==> config.mk <==
export PLATFORM = sky130hd
export DESIGN_NAME = gcd_vec_cell
export DESIGN_NICKNAME = d
export VERILOG_FILES = /design/src/hdl/gcd_pkg.sv /design/src/hdl/gcd_vec_cell.sv
export SDC_FILE = /design/constraint.sdc
export NUM_CORES = 1
export LEC_CHECK = 0
export BUFFER_PORTS_ARGS = -buffer_cell sky130_fd_sc_hd__buf_2
export CORE_UTILIZATION = 58
export CTS_BUF_LIST = sky130_fd_sc_hd__clkbuf_2 sky130_fd_sc_hd__clkbuf_4 sky130_fd_sc_hd__clkbuf_8
export CTS_CLUSTER_SIZE = 25
export DETAILED_ROUTE_END_ITERATION = 8
export PLACE_DENSITY_LB_ADDON = 0.1
export SLEW_MARGIN = 20
export SYNTH_ARGS = -nofsm -noshare
export SYNTH_HDL_FRONTEND = slang
export SYNTH_SLANG_ARGS = --single-unit
==> constraint.sdc <==
create_clock -name i_clk -period 6.3 [get_ports i_clk]
set_clock_uncertainty 0.1 [all_clocks]
set_input_delay 1.89 -clock i_clk [delete_from_list [all_inputs] [get_ports i_clk]]
set_output_delay 1.89 -clock i_clk [all_outputs]
set_load 0.005 [all_outputs]
==> src/hdl/gcd_pkg.sv <==
`default_nettype none

package gcd_pkg;

    localparam int unsigned CORDIC_STAGES = 24;
    localparam int unsigned NUM_ANG       = 3;
    localparam int unsigned TAG_ROT_W     = 2 * NUM_ANG;
    localparam int unsigned ROOT_BITS     = 31;
    localparam int unsigned RADIUS_W      = 23;
    localparam int unsigned DIST_W        = 22;

    localparam logic [RADIUS_W-1:0] RADIUS_RESET = 23'd6378388;
    localparam logic signed [32:0]  GAIN_Q30     = 33'sd652032874;
    localparam logic signed [33:0]  PI_Q30       = 34'sd3373259426;
    localparam logic signed [33:0]  ONE_Q30      = 34'sd1073741824;
    localparam logic [28:0]         RAD_K        = 29'd341157299;
    localparam logic [DIST_W-1:0]   DIST_MAX     = 22'd2635500;

    localparam logic [31:0] ATAN_Q30 [32] = '{
        32'h3243F6A8, 32'h1DAC6705, 32'h0FADBAFC, 32'h07F56EA6, 32'h03FEAB76,
        32'h01FFD55B, 32'h00FFFAAA, 32'h007FFF55, 32'h003FFFEA, 32'h001FFFFD,
        32'h000FFFFF, 32'h0007FFFF, 32'h0003FFFF, 32'h0001FFFF, 32'h0000FFFF,
        32'h00007FFF, 32'h00003FFF, 32'h00001FFF, 32'h00000FFF, 32'h000007FF,
        32'h000003FF, 32'h000001FF, 32'h000000FF, 32'h0000007F, 32'h0000003F,
        32'h0000001F, 32'h0000000F, 32'h00000008, 32'h00000004, 32'h00000002,
        32'h00000001, 32'h00000000
    };

    typedef struct packed {
        logic [32:0] x;
        logic [32:0] y;
        logic [32:0] z;
    } t_cordic;

    typedef struct packed {
        logic [60:0] rem;
        logic [60:0] root;
    } t_sqrt;

endpackage

`default_nettype wire

==> src/hdl/gcd_vec_cell.sv <==
`default_nettype none

module gcd_vec_cell #(
    parameter int unsigned SHIFT = 0,
    parameter int unsigned TAG_W = 1
) (
    input  wire logic             i_clk,
    input  wire logic             i_rst_n,
    input  wire logic             i_en,
    input  wire logic             i_valid,
    input  wire logic [TAG_W-1:0] i_tag,
    input  gcd_pkg::t_cordic      i_data,
    output logic                  o_valid,
    output logic [TAG_W-1:0]      o_tag,
    output gcd_pkg::t_cordic      o_data
);

    localparam logic signed [32:0] ATAN = $signed({1'b0, gcd_pkg::ATAN_Q30[SHIFT]});

    gcd_pkg::t_cordic n_data;

    always_comb begin
        if (!i_data.y[32]) begin
            n_data.x = 33'($signed(i_data.x) + ($signed(i_data.y) >>> SHIFT));
            n_data.y = 33'($signed(i_data.y) - ($signed(i_data.x) >>> SHIFT));
            n_data.z = 33'($signed(i_data.z) + ATAN);
        end else begin
            n_data.x = 33'($signed(i_data.x) - ($signed(i_data.y) >>> SHIFT));
            n_data.y = 33'($signed(i_data.y) + ($signed(i_data.x) >>> SHIFT));
            n_data.z = 33'($signed(i_data.z) - ATAN);
        end
    end

    always_ff @(posedge i_clk) begin
        if (!i_rst_n) begin
            o_valid <= 1'b0;
        end else if (i_en) begin
            o_valid <= i_valid;
        end
        if (i_en) begin
            o_tag  <= i_tag;
            o_data <= n_data;
        end
    end

endmodule

`default_nettype wire

==> impl_metrics.ini <==
[final_layout]
layout_common_cells = buf_2, ha_1, a21oi_1
syn_to_final_growth_pct = 13.5
layout.cells.most_common = buf_2
antenna-diode-count = 0
finalNonFillerCells = 1524
nNetsFinal = 1540
drive_above_1_share_pct = 19.7

[worst_hold_path]
min_delay_path_depth = 2
hold_class = reg -> reg

[placed_design]
port_buffers = 204
gp_congestion = 0.950
dp_hpwl_mm = 22.1
dp.cells = 1508

[worst_setup_path]
max_stage_delay_ps = 490
cp_slowest_cell = o41ai_2
ff2ff_path_depth = 2
end_kind = register
critPathRequiredTime_ps = 6330
cp_max_fo = 10
worstSetupStartpointType = input pin
crit_path_cell_trace = buf_2, inv_1, ha_1, o21a_1, o21ai_1, o2bb2ai_1, o31ai_1, a21oi_1, o41ai_2, nor4b_1, a211oi_1, xnor2_1
criticalPathCategory = in -> reg
worst_ep_arrival_time_ps = 4840

[clock_network]
clockBufferDepth = 2
post_cts_buffers = 0
ctsResizeCount = 0
clock_latency_ps = 390
clkTransAtPathRegs_ps = 110
cts_buffers = 9
cts_tree = yes
clockRootBuffer = clkbuf_8
htree_levels = 3
cts.sinks = 100
cts_hold_buf = 0

[detailed_routing]
wl_mm = 27.9
detail-route-antenna-nets = 0
avgRoutedWirePerCell_um = 18.3
drc_errors = 0
drt-initial-drc-count = 827
dr.pass1.iters = 6
drt-vias-per-instance = 6.05
num_vias = 9215

[synthesis]
ys.warnings.count = 0
synth_area_leader_cell = edfxtp_1
ys_types = 83
ys_seq_area_share_pct = 29.9
synth.cell_area_um2 = 10000
synth_edf_count = 99
synth_area_leaders = edfxtp_1, ha_1, a21oi_1
synth_top_area_share_pct = 29.7
avgSynthCellArea_um2 = 8.89
synth_nets = 1368
synthArstFlopShare_pct = 0
ys_ff_latch = 100
synth_ff_type = edfxtp_1
netlist_instances = 1127

[global_routing]
grt_pass1_wl_mm = 43.2
grt_pass1_vias = 8330
grt_max_degree = 58
grt_overflow = 0
grt_use_total_pct = 31.0
antenna_found_initial = 0

[sta]
hold_slack_ps = 437
final.min_clock_period_ps = 4810
fmax_ghz = 0.208
max-slew-margin-rel_pct = 47.9
rsz0062_at_grt = no
slew_violations = 0
tns_ps = 0
period_share_pct = 76.3
setup_viol = 0
finalHoldViolCount = 0
max_slew.worst_pin.slew_ps = 781

[floorplan]
rows = 47
start_util_pct = 60.0
core-area_um2 = 16700
pin_count = 205
die_y_um = 133
die_area_um2 = 17800
dieWidth_um = 133

[flow_run]
maxCapViolCount = 0

[power]
ir_drop_uv = 146
leakage_nw = 5.18
power_density_nw_per_um2 = 205

[status]
status = complete, no violations
final timing paths:
| check | start | endpoint | slack, ps |
|---|---|---|---|
| hold reg to reg | o_valid$_SDFFE_PN0P_ | o_valid$_SDFFE_PN0P_ | 440 |
| hold / removal | o_valid$_SDFFE_PN0P_ | o_valid$_SDFFE_PN0P_ | 440 |
| setup / recovery | i_data[38] | o_data[95]$_DFFE_PP_ | 1490 |
| setup reg to reg | o_valid$_SDFFE_PN0P_ | o_valid$_SDFFE_PN0P_ | 5600 |
synthesized netlist by cell type, types with 10 or more instances:
cell and number:
xnor2_1 69, mux2i_1 13, and2_1 12, edfxtp_1 99
o21ai_0 63, o21bai_1 14, xor2_1 21, nand4_1 10
ha_1 133, o21a_1 15, nand3_1 14, nor2b_1 13
o31ai_1 15, nand2b_1 10, nand2_1 42, o21ai_1 16
nor2_1 85, a211oi_1 17, a21o_1 36, buf_2 12
a21oi_1 130, nor3_1 24, clkbuf_1 25, inv_1 100
cell type report:
type,instances,area [um2]
multi-input combinational,872,6410
timing repair buffer,209,1060
fill,1412,5340
inverter,107,402
clock inverter,6,95.1
tap,220,275
clock buffer,10,131
sequential,100,2990
layer usage:
metal / global-route usage, % / vias to the layer above / part of all wire (%)
met2: 48.8 / 439 / 45
li1: - / 4436 / -
met3: 4.64 / 51 / 7.9
met1: 43.8 / 4289 / 45
met5: 0 / - / 0
met4: 9.72 / 0 / 2.1
registers in the layout, indices dropped and copies added, names as in the netlist:
register,flops
o_data,98
o_tag,1
o_valid,1
report_power, final:
group	switching (mW)	internal [mW]	total, mW
clock network	0.254	0.233	0.486
registers	0.0327	0.878	0.911
logic	0.550	0.379	0.928
total	0.836	1.49	2.33
per-stage QoR:
step           worst slack [ps]  power (mW)  util [%]  instance area [um2]
2_1_floorplan              1180        1.51         -                10000
3_3_place_gp               1260        1.83      66.7                11100
3_5_place_dp               1200        1.84      66.7                11100
4_1_cts                    1610        2.32      68.1                11400
5_1_grt                    1330        2.44      68.1                11400
6_report                   1490        2.33      68.1                11400
logic make-up (layout without fill, tap and decap cells):
logic type	Yosys count	after routing	synth area share [%]
compound gates	394	394	25.9
xor+xnor	90	90	7.87
fa+ha+maj	137	137	17.4
buf+inv	155	332	6.15
flops	100	100	29.9
mux	13	13	1.30
simple gates	238	238	11.5
critical path, delay by kind of cell:
kind	cells	cell delay, ps
compound gates	7	1770
xor+xnor	1	140
fa+ha+maj	1	470
buf+inv	2	160
simple gates	1	390
(Power assumes the default switching activity.)
