$ cat src/hdl/gcd_pkg.sv
`default_nettype none

package gcd_pkg;

    localparam int unsigned CORDIC_STAGES = 24;
    localparam int unsigned NUM_ANG       = 3;
    localparam int unsigned TAG_ROT_W     = 2 * NUM_ANG;
    localparam int unsigned ROOT_BITS     = 31;
    localparam int unsigned RADIUS_W      = 23;
    localparam int unsigned DIST_W        = 22;

    localparam logic [RADIUS_W-1:0] RADIUS_RESET = 23'd6378388;
    localparam logic signed [32:0]  GAIN_Q30     = 33'sd652032874;
    localparam logic signed [33:0]  PI_Q30       = 34'sd3373259426;
    localparam logic signed [33:0]  ONE_Q30      = 34'sd1073741824;
    localparam logic [28:0]         RAD_K        = 29'd341157299;
    localparam logic [DIST_W-1:0]   DIST_MAX     = 22'd2635500;

    localparam logic [31:0] ATAN_Q30 [32] = '{
        32'h3243F6A8, 32'h1DAC6705, 32'h0FADBAFC, 32'h07F56EA6, 32'h03FEAB76,
        32'h01FFD55B, 32'h00FFFAAA, 32'h007FFF55, 32'h003FFFEA, 32'h001FFFFD,
        32'h000FFFFF, 32'h0007FFFF, 32'h0003FFFF, 32'h0001FFFF, 32'h0000FFFF,
        32'h00007FFF, 32'h00003FFF, 32'h00001FFF, 32'h00000FFF, 32'h000007FF,
        32'h000003FF, 32'h000001FF, 32'h000000FF, 32'h0000007F, 32'h0000003F,
        32'h0000001F, 32'h0000000F, 32'h00000008, 32'h00000004, 32'h00000002,
        32'h00000001, 32'h00000000
    };

    typedef struct packed {
        logic [32:0] x;
        logic [32:0] y;
        logic [32:0] z;
    } t_cordic;

    typedef struct packed {
        logic [60:0] rem;
        logic [60:0] root;
    } t_sqrt;

endpackage

`default_nettype wire

$ cat src/hdl/gcd_sqrt_cell.sv
`default_nettype none

module gcd_sqrt_cell #(
    parameter int unsigned BITPOS = 0,
    parameter int unsigned TAG_W  = 1
) (
    input  wire logic             i_clk,
    input  wire logic             i_rst_n,
    input  wire logic             i_en,
    input  wire logic             i_valid,
    input  wire logic [TAG_W-1:0] i_tag,
    input  gcd_pkg::t_sqrt        i_data,
    output logic                  o_valid,
    output logic [TAG_W-1:0]      o_tag,
    output gcd_pkg::t_sqrt        o_data
);

    localparam logic [60:0] BIT = 61'(1) << (2 * BITPOS);

    logic [61:0]    w_sum;
    gcd_pkg::t_sqrt n_data;

    assign w_sum = {1'b0, i_data.root} + {1'b0, BIT};

    always_comb begin
        if ({1'b0, i_data.rem} >= w_sum) begin
            n_data.rem  = i_data.rem - w_sum[60:0];
            n_data.root = (i_data.root >> 1) + BIT;
        end else begin
            n_data.rem  = i_data.rem;
            n_data.root = i_data.root >> 1;
        end
    end

    always_ff @(posedge i_clk) begin
        if (!i_rst_n) begin
            o_valid <= 1'b0;
        end else if (i_en) begin
            o_valid <= i_valid;
        end
        if (i_en) begin
            o_tag  <= i_tag;
            o_data <= n_data;
        end
    end

endmodule

`default_nettype wire

$ cat config.mk
export PLATFORM = sky130hd
export DESIGN_NAME = gcd_sqrt_cell
export DESIGN_NICKNAME = d
export VERILOG_FILES = /design/src/hdl/gcd_pkg.sv /design/src/hdl/gcd_sqrt_cell.sv
export SDC_FILE = /design/constraint.sdc
export NUM_CORES = 1
export LEC_CHECK = 0
export ABC_AREA = 1
export CAP_MARGIN = 20
export CORE_MARGIN = 2
export CORE_UTILIZATION = 33
export CTS_CLUSTER_DIAMETER = 200
export DETAILED_ROUTE_END_ITERATION = 7
export DONT_BUFFER_PORTS = 1
export GPL_ROUTABILITY_DRIVEN = 0
export PLACE_DENSITY = 0.45
export SLEW_MARGIN = 20
export SYNTH_ARGS = -nofsm -noshare
export SYNTH_HDL_FRONTEND = slang
export SYNTH_SLANG_ARGS = --single-unit
$ cat constraint.sdc
create_clock -name i_clk -period 4.9 [get_ports i_clk]
set_input_delay 0.49 -clock i_clk [delete_from_list [all_inputs] [get_ports i_clk]]
set_output_delay 0.49 -clock i_clk [all_outputs]
set_load 0.02 [all_outputs]
==> results.json <==
{
  "slew_headroom_pct": 58.9,
  "min_period_ns": 4.52,
  "fin_nets": 2433,
  "critical_path_buf_inv_count": 5,
  "pwr-share-seq_pct": 39.5,
  "synth_compound_area_share_pct": 2.52,
  "yosys.area.top_type": "edfxtp_1",
  "cp_top_family": "simple AND/OR/NAND/NOR gates",
  "p_leak_uw": 0.00788,
  "wl_per_cell_um": 21.3,
  "fmax_mhz": 221,
  "dieArea_um2": 43600,
  "cts_max_level": 4,
  "drt-pass1-iter-count": 5,
  "seq_area_frac_synth_pct": 26.8,
  "postLayoutCoreUtil_pct": 36.1,
  "grt_use_total_pct": 27.1,
  "grt_pass1_vias": 13800,
  "cts_buffers": 17,
  "hold_violations": 0,
  "synthCells": 2257,
  "cp_max_fo": 16,
  "ys_top_cells_by_area": "edfxtp_1 (27%), nand2_1 (26%), inv_1 (9.9%)",
  "crit_arrival_ns": 4.72,
  "hold_start": "i_tag",
  "synth_top_family_by_area": "simple AND/OR/NAND/NOR gates",
  "grt_max_degree": 126,
  "finalSetupViolations": 0,
  "die_y_um": 209,
  "synth_fa_ha_area_share_pct": 5.84,
  "cpPeakStageDelay_ns": 0.46,
  "vias": 14400,
  "clock_skew_ns": 0,
  "cts.sinks": 124,
  "drt_iter0_drc": 1498,
  "drive_gt1_share_pct": 3.86,
  "portBuffers": 0,
  "grt_pass1_wl_mm": 87.1,
  "synthSimpleGateAreaFrac_pct": 43.0,
  "cap_violations": 0,
  "drtAntennaViolNets": 0,
  "syn_nets": 2448,
  "critPathCaptureType": "flop",
  "start_util_pct": 33.2,
  "boundaryPins": 251,
  "worstSetupPathType": "input pin to flop",
  "syn_avg_cell_area_um2": 6.13,
  "synthToLayoutAreaGrowth_pct": 8.57,
  "dpl.cell_count": 2762,
  "synth.most_common_cell": "nand2_1",
  "grt-ovfl-total": 0,
  "drc": 0,
  "hold_class": "input pin to flop",
  "ys.warnings.count": 0,
  "cts_tree": "built",
  "die_width_um": 209,
  "root_buffer": "clkbuf_16",
  "rsz0062_at_grt": "no",
  "drv_slew": 0,
  "diodes": 0,
  "p_int_uw": 2490,
  "ys_top_cells_by_count": "nand2_1 (943), inv_1 (365), nor2_1 (194)",
  "path_cells": "ha_1, inv_2, nor2_4, inv_1, nor2_1, nand2_1, nor3_4, nand2_1, xnor2_1, mux2i_1, ha_1, nand2_1, nor2_1, inv_2, nor2_1, nand2_1, nor2_1, nand2_1, nand3_2, nand2_4, buf_4, buf_12, nand4_1, nand2_1",
  "comb_power_share_pct": 29.9,
  "seqCellArea_um2": 3710,
  "viasPerCell": 5.14,
  "wirelength_mm": 59.4,
  "synth-xor-area-share_pct": 7.91,
  "core.rowCount": 75,
  "clock_path_buffers": 2,
  "async_flop_share_pct": 0,
  "clkTransAtPathRegs_ns": 0.05,
  "power.share.clock_pct": 30.5,
  "power_density_nw_per_um2": 273,
  "min_period_over_period_pct": 92.2,
  "swShare_pct": 39.3,
  "startpoint_type": "input pin",
  "instances_no_fill": 2793,
  "antenna_found_initial": 0,
  "ir_drop_uv": 192,
  "clock_latency_ns": 0.46,
  "multiInputGateArea_um2": 8370,
  "synthFlopType": "edfxtp_1",
  "synth_top_cell_area_share_pct": 26.7,
  "p_sw_uw": 1610,
  "worst_ep_required_time_ns": 5.11,
  "startpoint": "i_data[1]",
  "status": "completed",
  "synth.area.mux_share_pct": 1.01,
  "yosysUniqueCellTypes": 38,
  "fillers": 4685,
  "tightest_slew_ns": 0.616,
  "core_area_um2": 41700,
  "synth_edf_count": 123,
  "reg2reg_from": "o_valid",
  "critical_path.most_common_cell": "nand2_1",
  "slowest_stage": "ha_1",
  "dp_hpwl_mm": 48.6,
  "ys_seq_elements": 124,
  "syn_area_um2": 13800
}
-- per-stage QoR --
step | instance area (um^2) | hold WS, ns | total power [uW] | setup slack, ns | TNS (ns)
finish | 15000 | 0.126 | 4100 | 0.382 | 0
global route | 15000 | 0.107 | 4330 | 0.0352 | 0
CTS | 15000 | 0.0940 | 4130 | 0.421 | 0
detailed placement | 14500 | 0.589 | 2860 | -0.0645 | -0.953
global placement | 14500 | 0.589 | 2850 | -0.0363 | -0.414
floorplan | 13800 | 0.583 | 2490 | 1.17 | 0
-- power by group through the flow --
stage               Clock, uW  Combinational [uW]  Sequential [uW]
floorplan                   0                 881             1610
global placement            0                1200             1650
detailed placement          0                1210             1650
CTS                      1290                1210             1630
global route             1320                1380             1630
finish                   1250                1230             1620
-- kinds of logic after synthesis --
kind of cell | after synthesis
flops | 124
mux | 14
simple gates | 1422
xor+xnor | 125
fa+ha+maj | 64
buf+inv | 443
compound gates | 65
-- metal layers --
metal / part of all wire (%) / up-vias / global-route usage (%)
li1: - / 7062 / -
met1: 45 / 6672 / 35.9
met2: 46 / 520 / 44.1
met3: 6.0 / 100 / 4.46
met4: 3.5 / 0 / 10.2
met5: 0 / - / 0
-- cell usage in the layout (no fill, tap or decap), types with 26 or more instances in the layout --
master	instances
inv_1	365
nor3_1	30
xor2_1	93
xnor2_1	32
ha_1	63
a21oi_1	46
nand3_1	76
buf_4	26
nand2_1	943
edfxtp_1	123
nand4_1	150
nor2_1	194
-- sequential cells by signal, indices dropped and copies added (netlist names) --
register  count
o_data      122
o_tag         1
o_valid       1
-- what timing repair did --
action / in CTS / in global routing
buffers inserted: 0 / 0
gates resized for setup: 0 / 1
endpoints found under the setup margin: 0 / 25
hold buffers: 0 / 0
-- final cells by class --
type | instances | area share (%)
clock buffer | 20 | 2.91
clock inverter | 11 | 0.683
inverter | 377 | 9.41
multi-input combinational | 1690 | 55.7
sequential | 124 | 24.7
tap | 539 | 4.49
timing repair buffer | 32 | 2.10
-- path summary, 6_finish.rpt --
| kind | slack (ns) | endpoint | cells after the start |
|---|---|---|---|
| setup / recovery | 0.38 | o_data[105] | 24 |
| hold / removal | 0.13 | o_tag | 0 |
| setup reg to reg | 4.16 | o_valid | 2 |
| hold reg to reg | 0.65 | o_valid | 2 |
Note: power is estimated with default switching activity, not from simulation.
