===== src/hdl/gcd_pkg.sv =====
`default_nettype none

package gcd_pkg;

    localparam int unsigned CORDIC_STAGES = 24;
    localparam int unsigned NUM_ANG       = 3;
    localparam int unsigned TAG_ROT_W     = 2 * NUM_ANG;
    localparam int unsigned ROOT_BITS     = 31;
    localparam int unsigned RADIUS_W      = 23;
    localparam int unsigned DIST_W        = 22;

    localparam logic [RADIUS_W-1:0] RADIUS_RESET = 23'd6378388;
    localparam logic signed [32:0]  GAIN_Q30     = 33'sd652032874;
    localparam logic signed [33:0]  PI_Q30       = 34'sd3373259426;
    localparam logic signed [33:0]  ONE_Q30      = 34'sd1073741824;
    localparam logic [28:0]         RAD_K        = 29'd341157299;
    localparam logic [DIST_W-1:0]   DIST_MAX     = 22'd2635500;

    localparam logic [31:0] ATAN_Q30 [32] = '{
        32'h3243F6A8, 32'h1DAC6705, 32'h0FADBAFC, 32'h07F56EA6, 32'h03FEAB76,
        32'h01FFD55B, 32'h00FFFAAA, 32'h007FFF55, 32'h003FFFEA, 32'h001FFFFD,
        32'h000FFFFF, 32'h0007FFFF, 32'h0003FFFF, 32'h0001FFFF, 32'h0000FFFF,
        32'h00007FFF, 32'h00003FFF, 32'h00001FFF, 32'h00000FFF, 32'h000007FF,
        32'h000003FF, 32'h000001FF, 32'h000000FF, 32'h0000007F, 32'h0000003F,
        32'h0000001F, 32'h0000000F, 32'h00000008, 32'h00000004, 32'h00000002,
        32'h00000001, 32'h00000000
    };

    typedef struct packed {
        logic [32:0] x;
        logic [32:0] y;
        logic [32:0] z;
    } t_cordic;

    typedef struct packed {
        logic [60:0] rem;
        logic [60:0] root;
    } t_sqrt;

endpackage

`default_nettype wire


===== src/hdl/gcd_rot_cell.sv =====
`default_nettype none

module gcd_rot_cell #(
    parameter int unsigned SHIFT = 0,
    parameter int unsigned TAG_W = 1
) (
    input  wire logic                                       i_clk,
    input  wire logic                                       i_rst_n,
    input  wire logic                                       i_en,
    input  wire logic                                       i_valid,
    input  wire logic [TAG_W-1:0]                           i_tag,
    input  gcd_pkg::t_cordic [gcd_pkg::NUM_ANG-1:0]         i_data,
    output logic                                            o_valid,
    output logic [TAG_W-1:0]                                o_tag,
    output gcd_pkg::t_cordic [gcd_pkg::NUM_ANG-1:0]         o_data
);

    localparam logic signed [32:0] ATAN = $signed({1'b0, gcd_pkg::ATAN_Q30[SHIFT]});

    gcd_pkg::t_cordic [gcd_pkg::NUM_ANG-1:0] n_data;

    always_comb begin
        for (int k = 0; k < gcd_pkg::NUM_ANG; k++) begin
            if (i_data[k].z[32]) begin
                n_data[k].x = 33'($signed(i_data[k].x) + ($signed(i_data[k].y) >>> SHIFT));
                n_data[k].y = 33'($signed(i_data[k].y) - ($signed(i_data[k].x) >>> SHIFT));
                n_data[k].z = 33'($signed(i_data[k].z) + ATAN);
            end else begin
                n_data[k].x = 33'($signed(i_data[k].x) - ($signed(i_data[k].y) >>> SHIFT));
                n_data[k].y = 33'($signed(i_data[k].y) + ($signed(i_data[k].x) >>> SHIFT));
                n_data[k].z = 33'($signed(i_data[k].z) - ATAN);
            end
        end
    end

    always_ff @(posedge i_clk) begin
        if (!i_rst_n) begin
            o_valid <= 1'b0;
        end else if (i_en) begin
            o_valid <= i_valid;
        end
        if (i_en) begin
            o_tag  <= i_tag;
            o_data <= n_data;
        end
    end

endmodule

`default_nettype wire


===== config.mk =====
export PLATFORM = sky130hd
export DESIGN_NAME = gcd_rot_cell
export DESIGN_NICKNAME = d
export VERILOG_FILES = /design/src/hdl/gcd_pkg.sv /design/src/hdl/gcd_rot_cell.sv
export SDC_FILE = /design/constraint.sdc
export NUM_CORES = 1
export LEC_CHECK = 0
export BUFFER_PORTS_ARGS = -buffer_cell sky130_fd_sc_hd__buf_2
export CELL_PAD_IN_SITES_DETAIL_PLACEMENT = 0
export CELL_PAD_IN_SITES_GLOBAL_PLACEMENT = 1
export CORE_MARGIN = 2
export CORE_UTILIZATION = 46
export DETAILED_ROUTE_END_ITERATION = 8
export PLACE_DENSITY_LB_ADDON = 0.1
export SLEW_MARGIN = 30
export SYNTH_ARGS = -nofsm -noshare
export SYNTH_HDL_FRONTEND = slang
export SYNTH_SLANG_ARGS = --single-unit

===== constraint.sdc =====
create_clock -name i_clk -period 11.9 [get_ports i_clk]
set_clock_uncertainty 0.05 [all_clocks]
set_input_delay 1.19 -clock i_clk [delete_from_list [all_inputs] [get_ports i_clk]]
set_output_delay 1.19 -clock i_clk [all_outputs]
set_load 0.02 [all_outputs]

==> flow_summary.toml <==
[drt]
wl_per_cell_um = 21.8
firstDrtPassIters = 6
viasPerCell = 5.79
ant_nets = 0
vias = 27400
drc = 0
routed_wl_um = 103000
first_iter_violations = 1969

[pwr]
power_switching_share_pct = 38.2
combPwrFrac_pct = 38.8
p_sw_w = 0.00164
power_density_nw_per_um2 = 127
seq_power_share_pct = 33.5
p_leak_nw = 15.4
pwr-share-clk_pct = 27.7
vdd_drop_max_mv = 0.101
p_int_w = 0.00266

[setup_path]
start_kind = "input port"
reg2reg_to = "o_valid"
startpoint = "i_data[32]"
crit_path_max_fanout = 53
r2r_start = "o_valid"
r2r_cells = 2
path_cells = "buf_4 -> inv_2 -> ha_1 -> a21oi_1 -> o21ai_0 -> a2111oi_0 -> o21bai_1 -> a21oi_1 -> o311ai_0 -> a21o_1 -> a31oi_1 -> o21ai_0 -> xnor2_1"
slowest_delay_ns = 0.68
critPathRequiredTime_ns = 12.18
reg2reg_slack_ns = 11.24
crit_path_end_kind = "register"
slowest_stage = "a2111oi_0"
path_class = "input port to register"
critPathCapture = "o_data[28]"
arrival_ns = 5.37

[cts]
cts_made_buffers = 40
cts_max_level = 2
clk_transition_reported_paths_ns = 0.06
cts_max_path_buffers = 3
cts_hold_buf = 0
cts_resized = 0
clock-sinks = 296
clk_latency_ns = 0.57
post_cts_buffers = 0
cts_tree = "built"
cts_root_buf = "clkbuf_16"

[timing]
setup_viol = 0
tns_ns = 0
grt_setup_unrepaired = "no"
period_needed_ns = 5.09
max_clock_freq_mhz = 197
hold_viol = 0
slew_headroom_pct = 35.4
tightest_slew_ns = 0.957
fin_crit_sh_pct = 42.8
slew_viol_final = 0
fin_hold_ws_ns = 0.495

[logic_synthesis]
seq_area_frac_synth_pct = 30.7
post_synth_num_cell_types = 94
synth_nets = 4017
syn_inst = 3331
synth.avg_cell_area_um2 = 8.69
synthArstFlopShare_pct = 0
synth-edff-count = 295
ys.flop_type = "edfxtp_1"
ys_ff_latch = 296
ys_warn_count = 0
netlist_area_um2 = 29000

[die]
fp-row-count = 91
start_util_pct = 46.7
ios = 601
die_w_um = 255
core-area_um2 = 61900
die_area_um2 = 65000
chipHeight_um = 255

[layout]
layout.nets = 4534
syn_to_final_growth_pct = 17.2
drive_gt1_share_pct = 18.4

[grt]
antenna_found_initial = 44
grt_util_all_layers_pct = 30.5
grt_pass1_wl_um = 154000
grt_max_degree = 124
grt_pass1_vias = 26400
grt_remaining_overflow = 0

[place]
place.gp.congestion = 0.987
io_buffers = 600
dp_hpwl_um = 82600

[flow_run]
max_cap_violations = 0

[status]
outcome = "complete, no violations"

[min_path]
hold_class = "register to register"
placed cells by master, fill, tap and decap left out, types with 46 or more instances in the layout:
cell type | netlist | final
a21o_1 | 89 | 89
a21oi_1 | 374 | 374
buf_2 | 12 | 596
edfxtp_1 | 295 | 295
ha_1 | 372 | 372
inv_1 | 323 | 322
nand2_1 | 175 | 175
nand3_1 | 46 | 46
nor2_1 | 265 | 265
nor3_1 | 70 | 70
o21ai_0 | 223 | 223
o21bai_1 | 74 | 74
xnor2_1 | 207 | 207
xor2_1 | 59 | 59
kinds of logic (layout without fill, tap and decap cells):
group | after synthesis | after routing | synth area share (%)
multiplexers | 33 | 33 | 1.14
flip-flops | 296 | 296 | 30.7
adder cells (fa/ha/maj) | 384 | 384 | 16.9
AND/OR/NAND/NOR | 788 | 788 | 12.9
buffers and inverters | 469 | 1016 | 6.18
other | 0 | 28 | 0
AO/OA/AOI/OAI | 1095 | 1095 | 24.1
XOR/XNOR | 266 | 266 | 8.05
registers in the layout, indices dropped and copies added (netlist names):
name	count
o_valid	1
o_tag	1
o_data	294
cell type report:
class	count	area (um^2)
Clock buffer	48	1040
Fill cell	5954	28000
Timing Repair Buffer	611	3130
Sequential cell	296	8880
Inverter	333	1250
Multi-Input combinational cell	2566	18300
Clock inverter	24	236
Antenna cell	28	70.1
Tap cell	837	1050
routing by layer:
layer	global-route usage [%]	part of all wire (%)	vias up
met4	12.8	3.5	32
met5	0	0.19	-
li1	-	-	13000
met1	39.2	41	13000
met2	49.0	46	1134
met3	7.50	8.8	209
cells in the mapped netlist (all sizes together) (10+ instances only):
master / n / share of area [%]
or2: 18 / 0.39
a21o: 89 / 2.3
a21oi: 375 / 6.5
a31oi: 28 / 0.66
nand2: 175 / 2.3
nand2b: 42 / 0.91
o31ai: 23 / 0.60
o21a: 42 / 1.1
nor3: 70 / 1.2
nor4: 21 / 0.45
mux2i: 33 / 1.1
a311oi: 10 / 0.32
xnor2: 207 / 6.3
and3: 11 / 0.24
edfxtp: 295 / 31
nand3: 46 / 0.80
a211oi: 37 / 0.98
buf: 42 / 0.65
inv: 326 / 4.2
or3: 17 / 0.37
and2: 14 / 0.30
o211ai: 28 / 0.74
nor2: 265 / 3.4
xor2: 59 / 1.8
clkbuf: 94 / 1.2
fa: 12 / 0.83
a221oi: 17 / 0.54
nor2b: 46 / 1.0
ha: 372 / 16
nand4: 34 / 0.73
o21bai: 74 / 1.9
a21boi: 11 / 0.29
o21ai: 227 / 3.9
worst min-delay path by stage:
stage            start       to  slack [ns]  cells past startpoint
6_report       o_valid  o_valid        0.49                      2
5_1_grt        o_valid  o_valid        0.52                      2
4_1_cts        o_valid  o_valid        0.49                      2
3_5_place_dp   o_valid  o_valid        0.47                      2
3_3_place_gp   o_valid  o_valid        0.45                      2
2_1_floorplan  o_valid  o_valid        0.54                      2
critical path, delay by kind of cell:
kind	cells	cell delay, ns
AO/OA/AOI/OAI	9	2.50
buffers and inverters	2	1.01
XOR/XNOR	1	0.15
adder cells (fa/ha/maj)	1	0.46
stage by stage:
step           setup slack (ns)  total power (W)  area, um^2  util (%)  cells
4_1_cts                    6.91          0.00432       33800      54.6   4714
2_1_floorplan              7.05          0.00253       29000         -   3331
3_3_place_gp               6.47          0.00310       32600      52.6   4642
6_report                   6.81          0.00431       33900      54.8   4743
3_5_place_dp               6.32          0.00311       32600      52.6   4642
5_1_grt                    6.46          0.00452       33900      54.8   4739
power groups by stage:
stage	sequential, W	clock [W]	combinational, W
after global placement	0.00146	0	0.00163
after CTS	0.00145	0.00122	0.00165
after floorplan	0.00167	0	0.000860
after global routing	0.00146	0.00126	0.00181
final	0.00144	0.00119	0.00167
after detailed placement	0.00146	0	0.00164
Note: power is estimated with default switching activity, not from simulation.
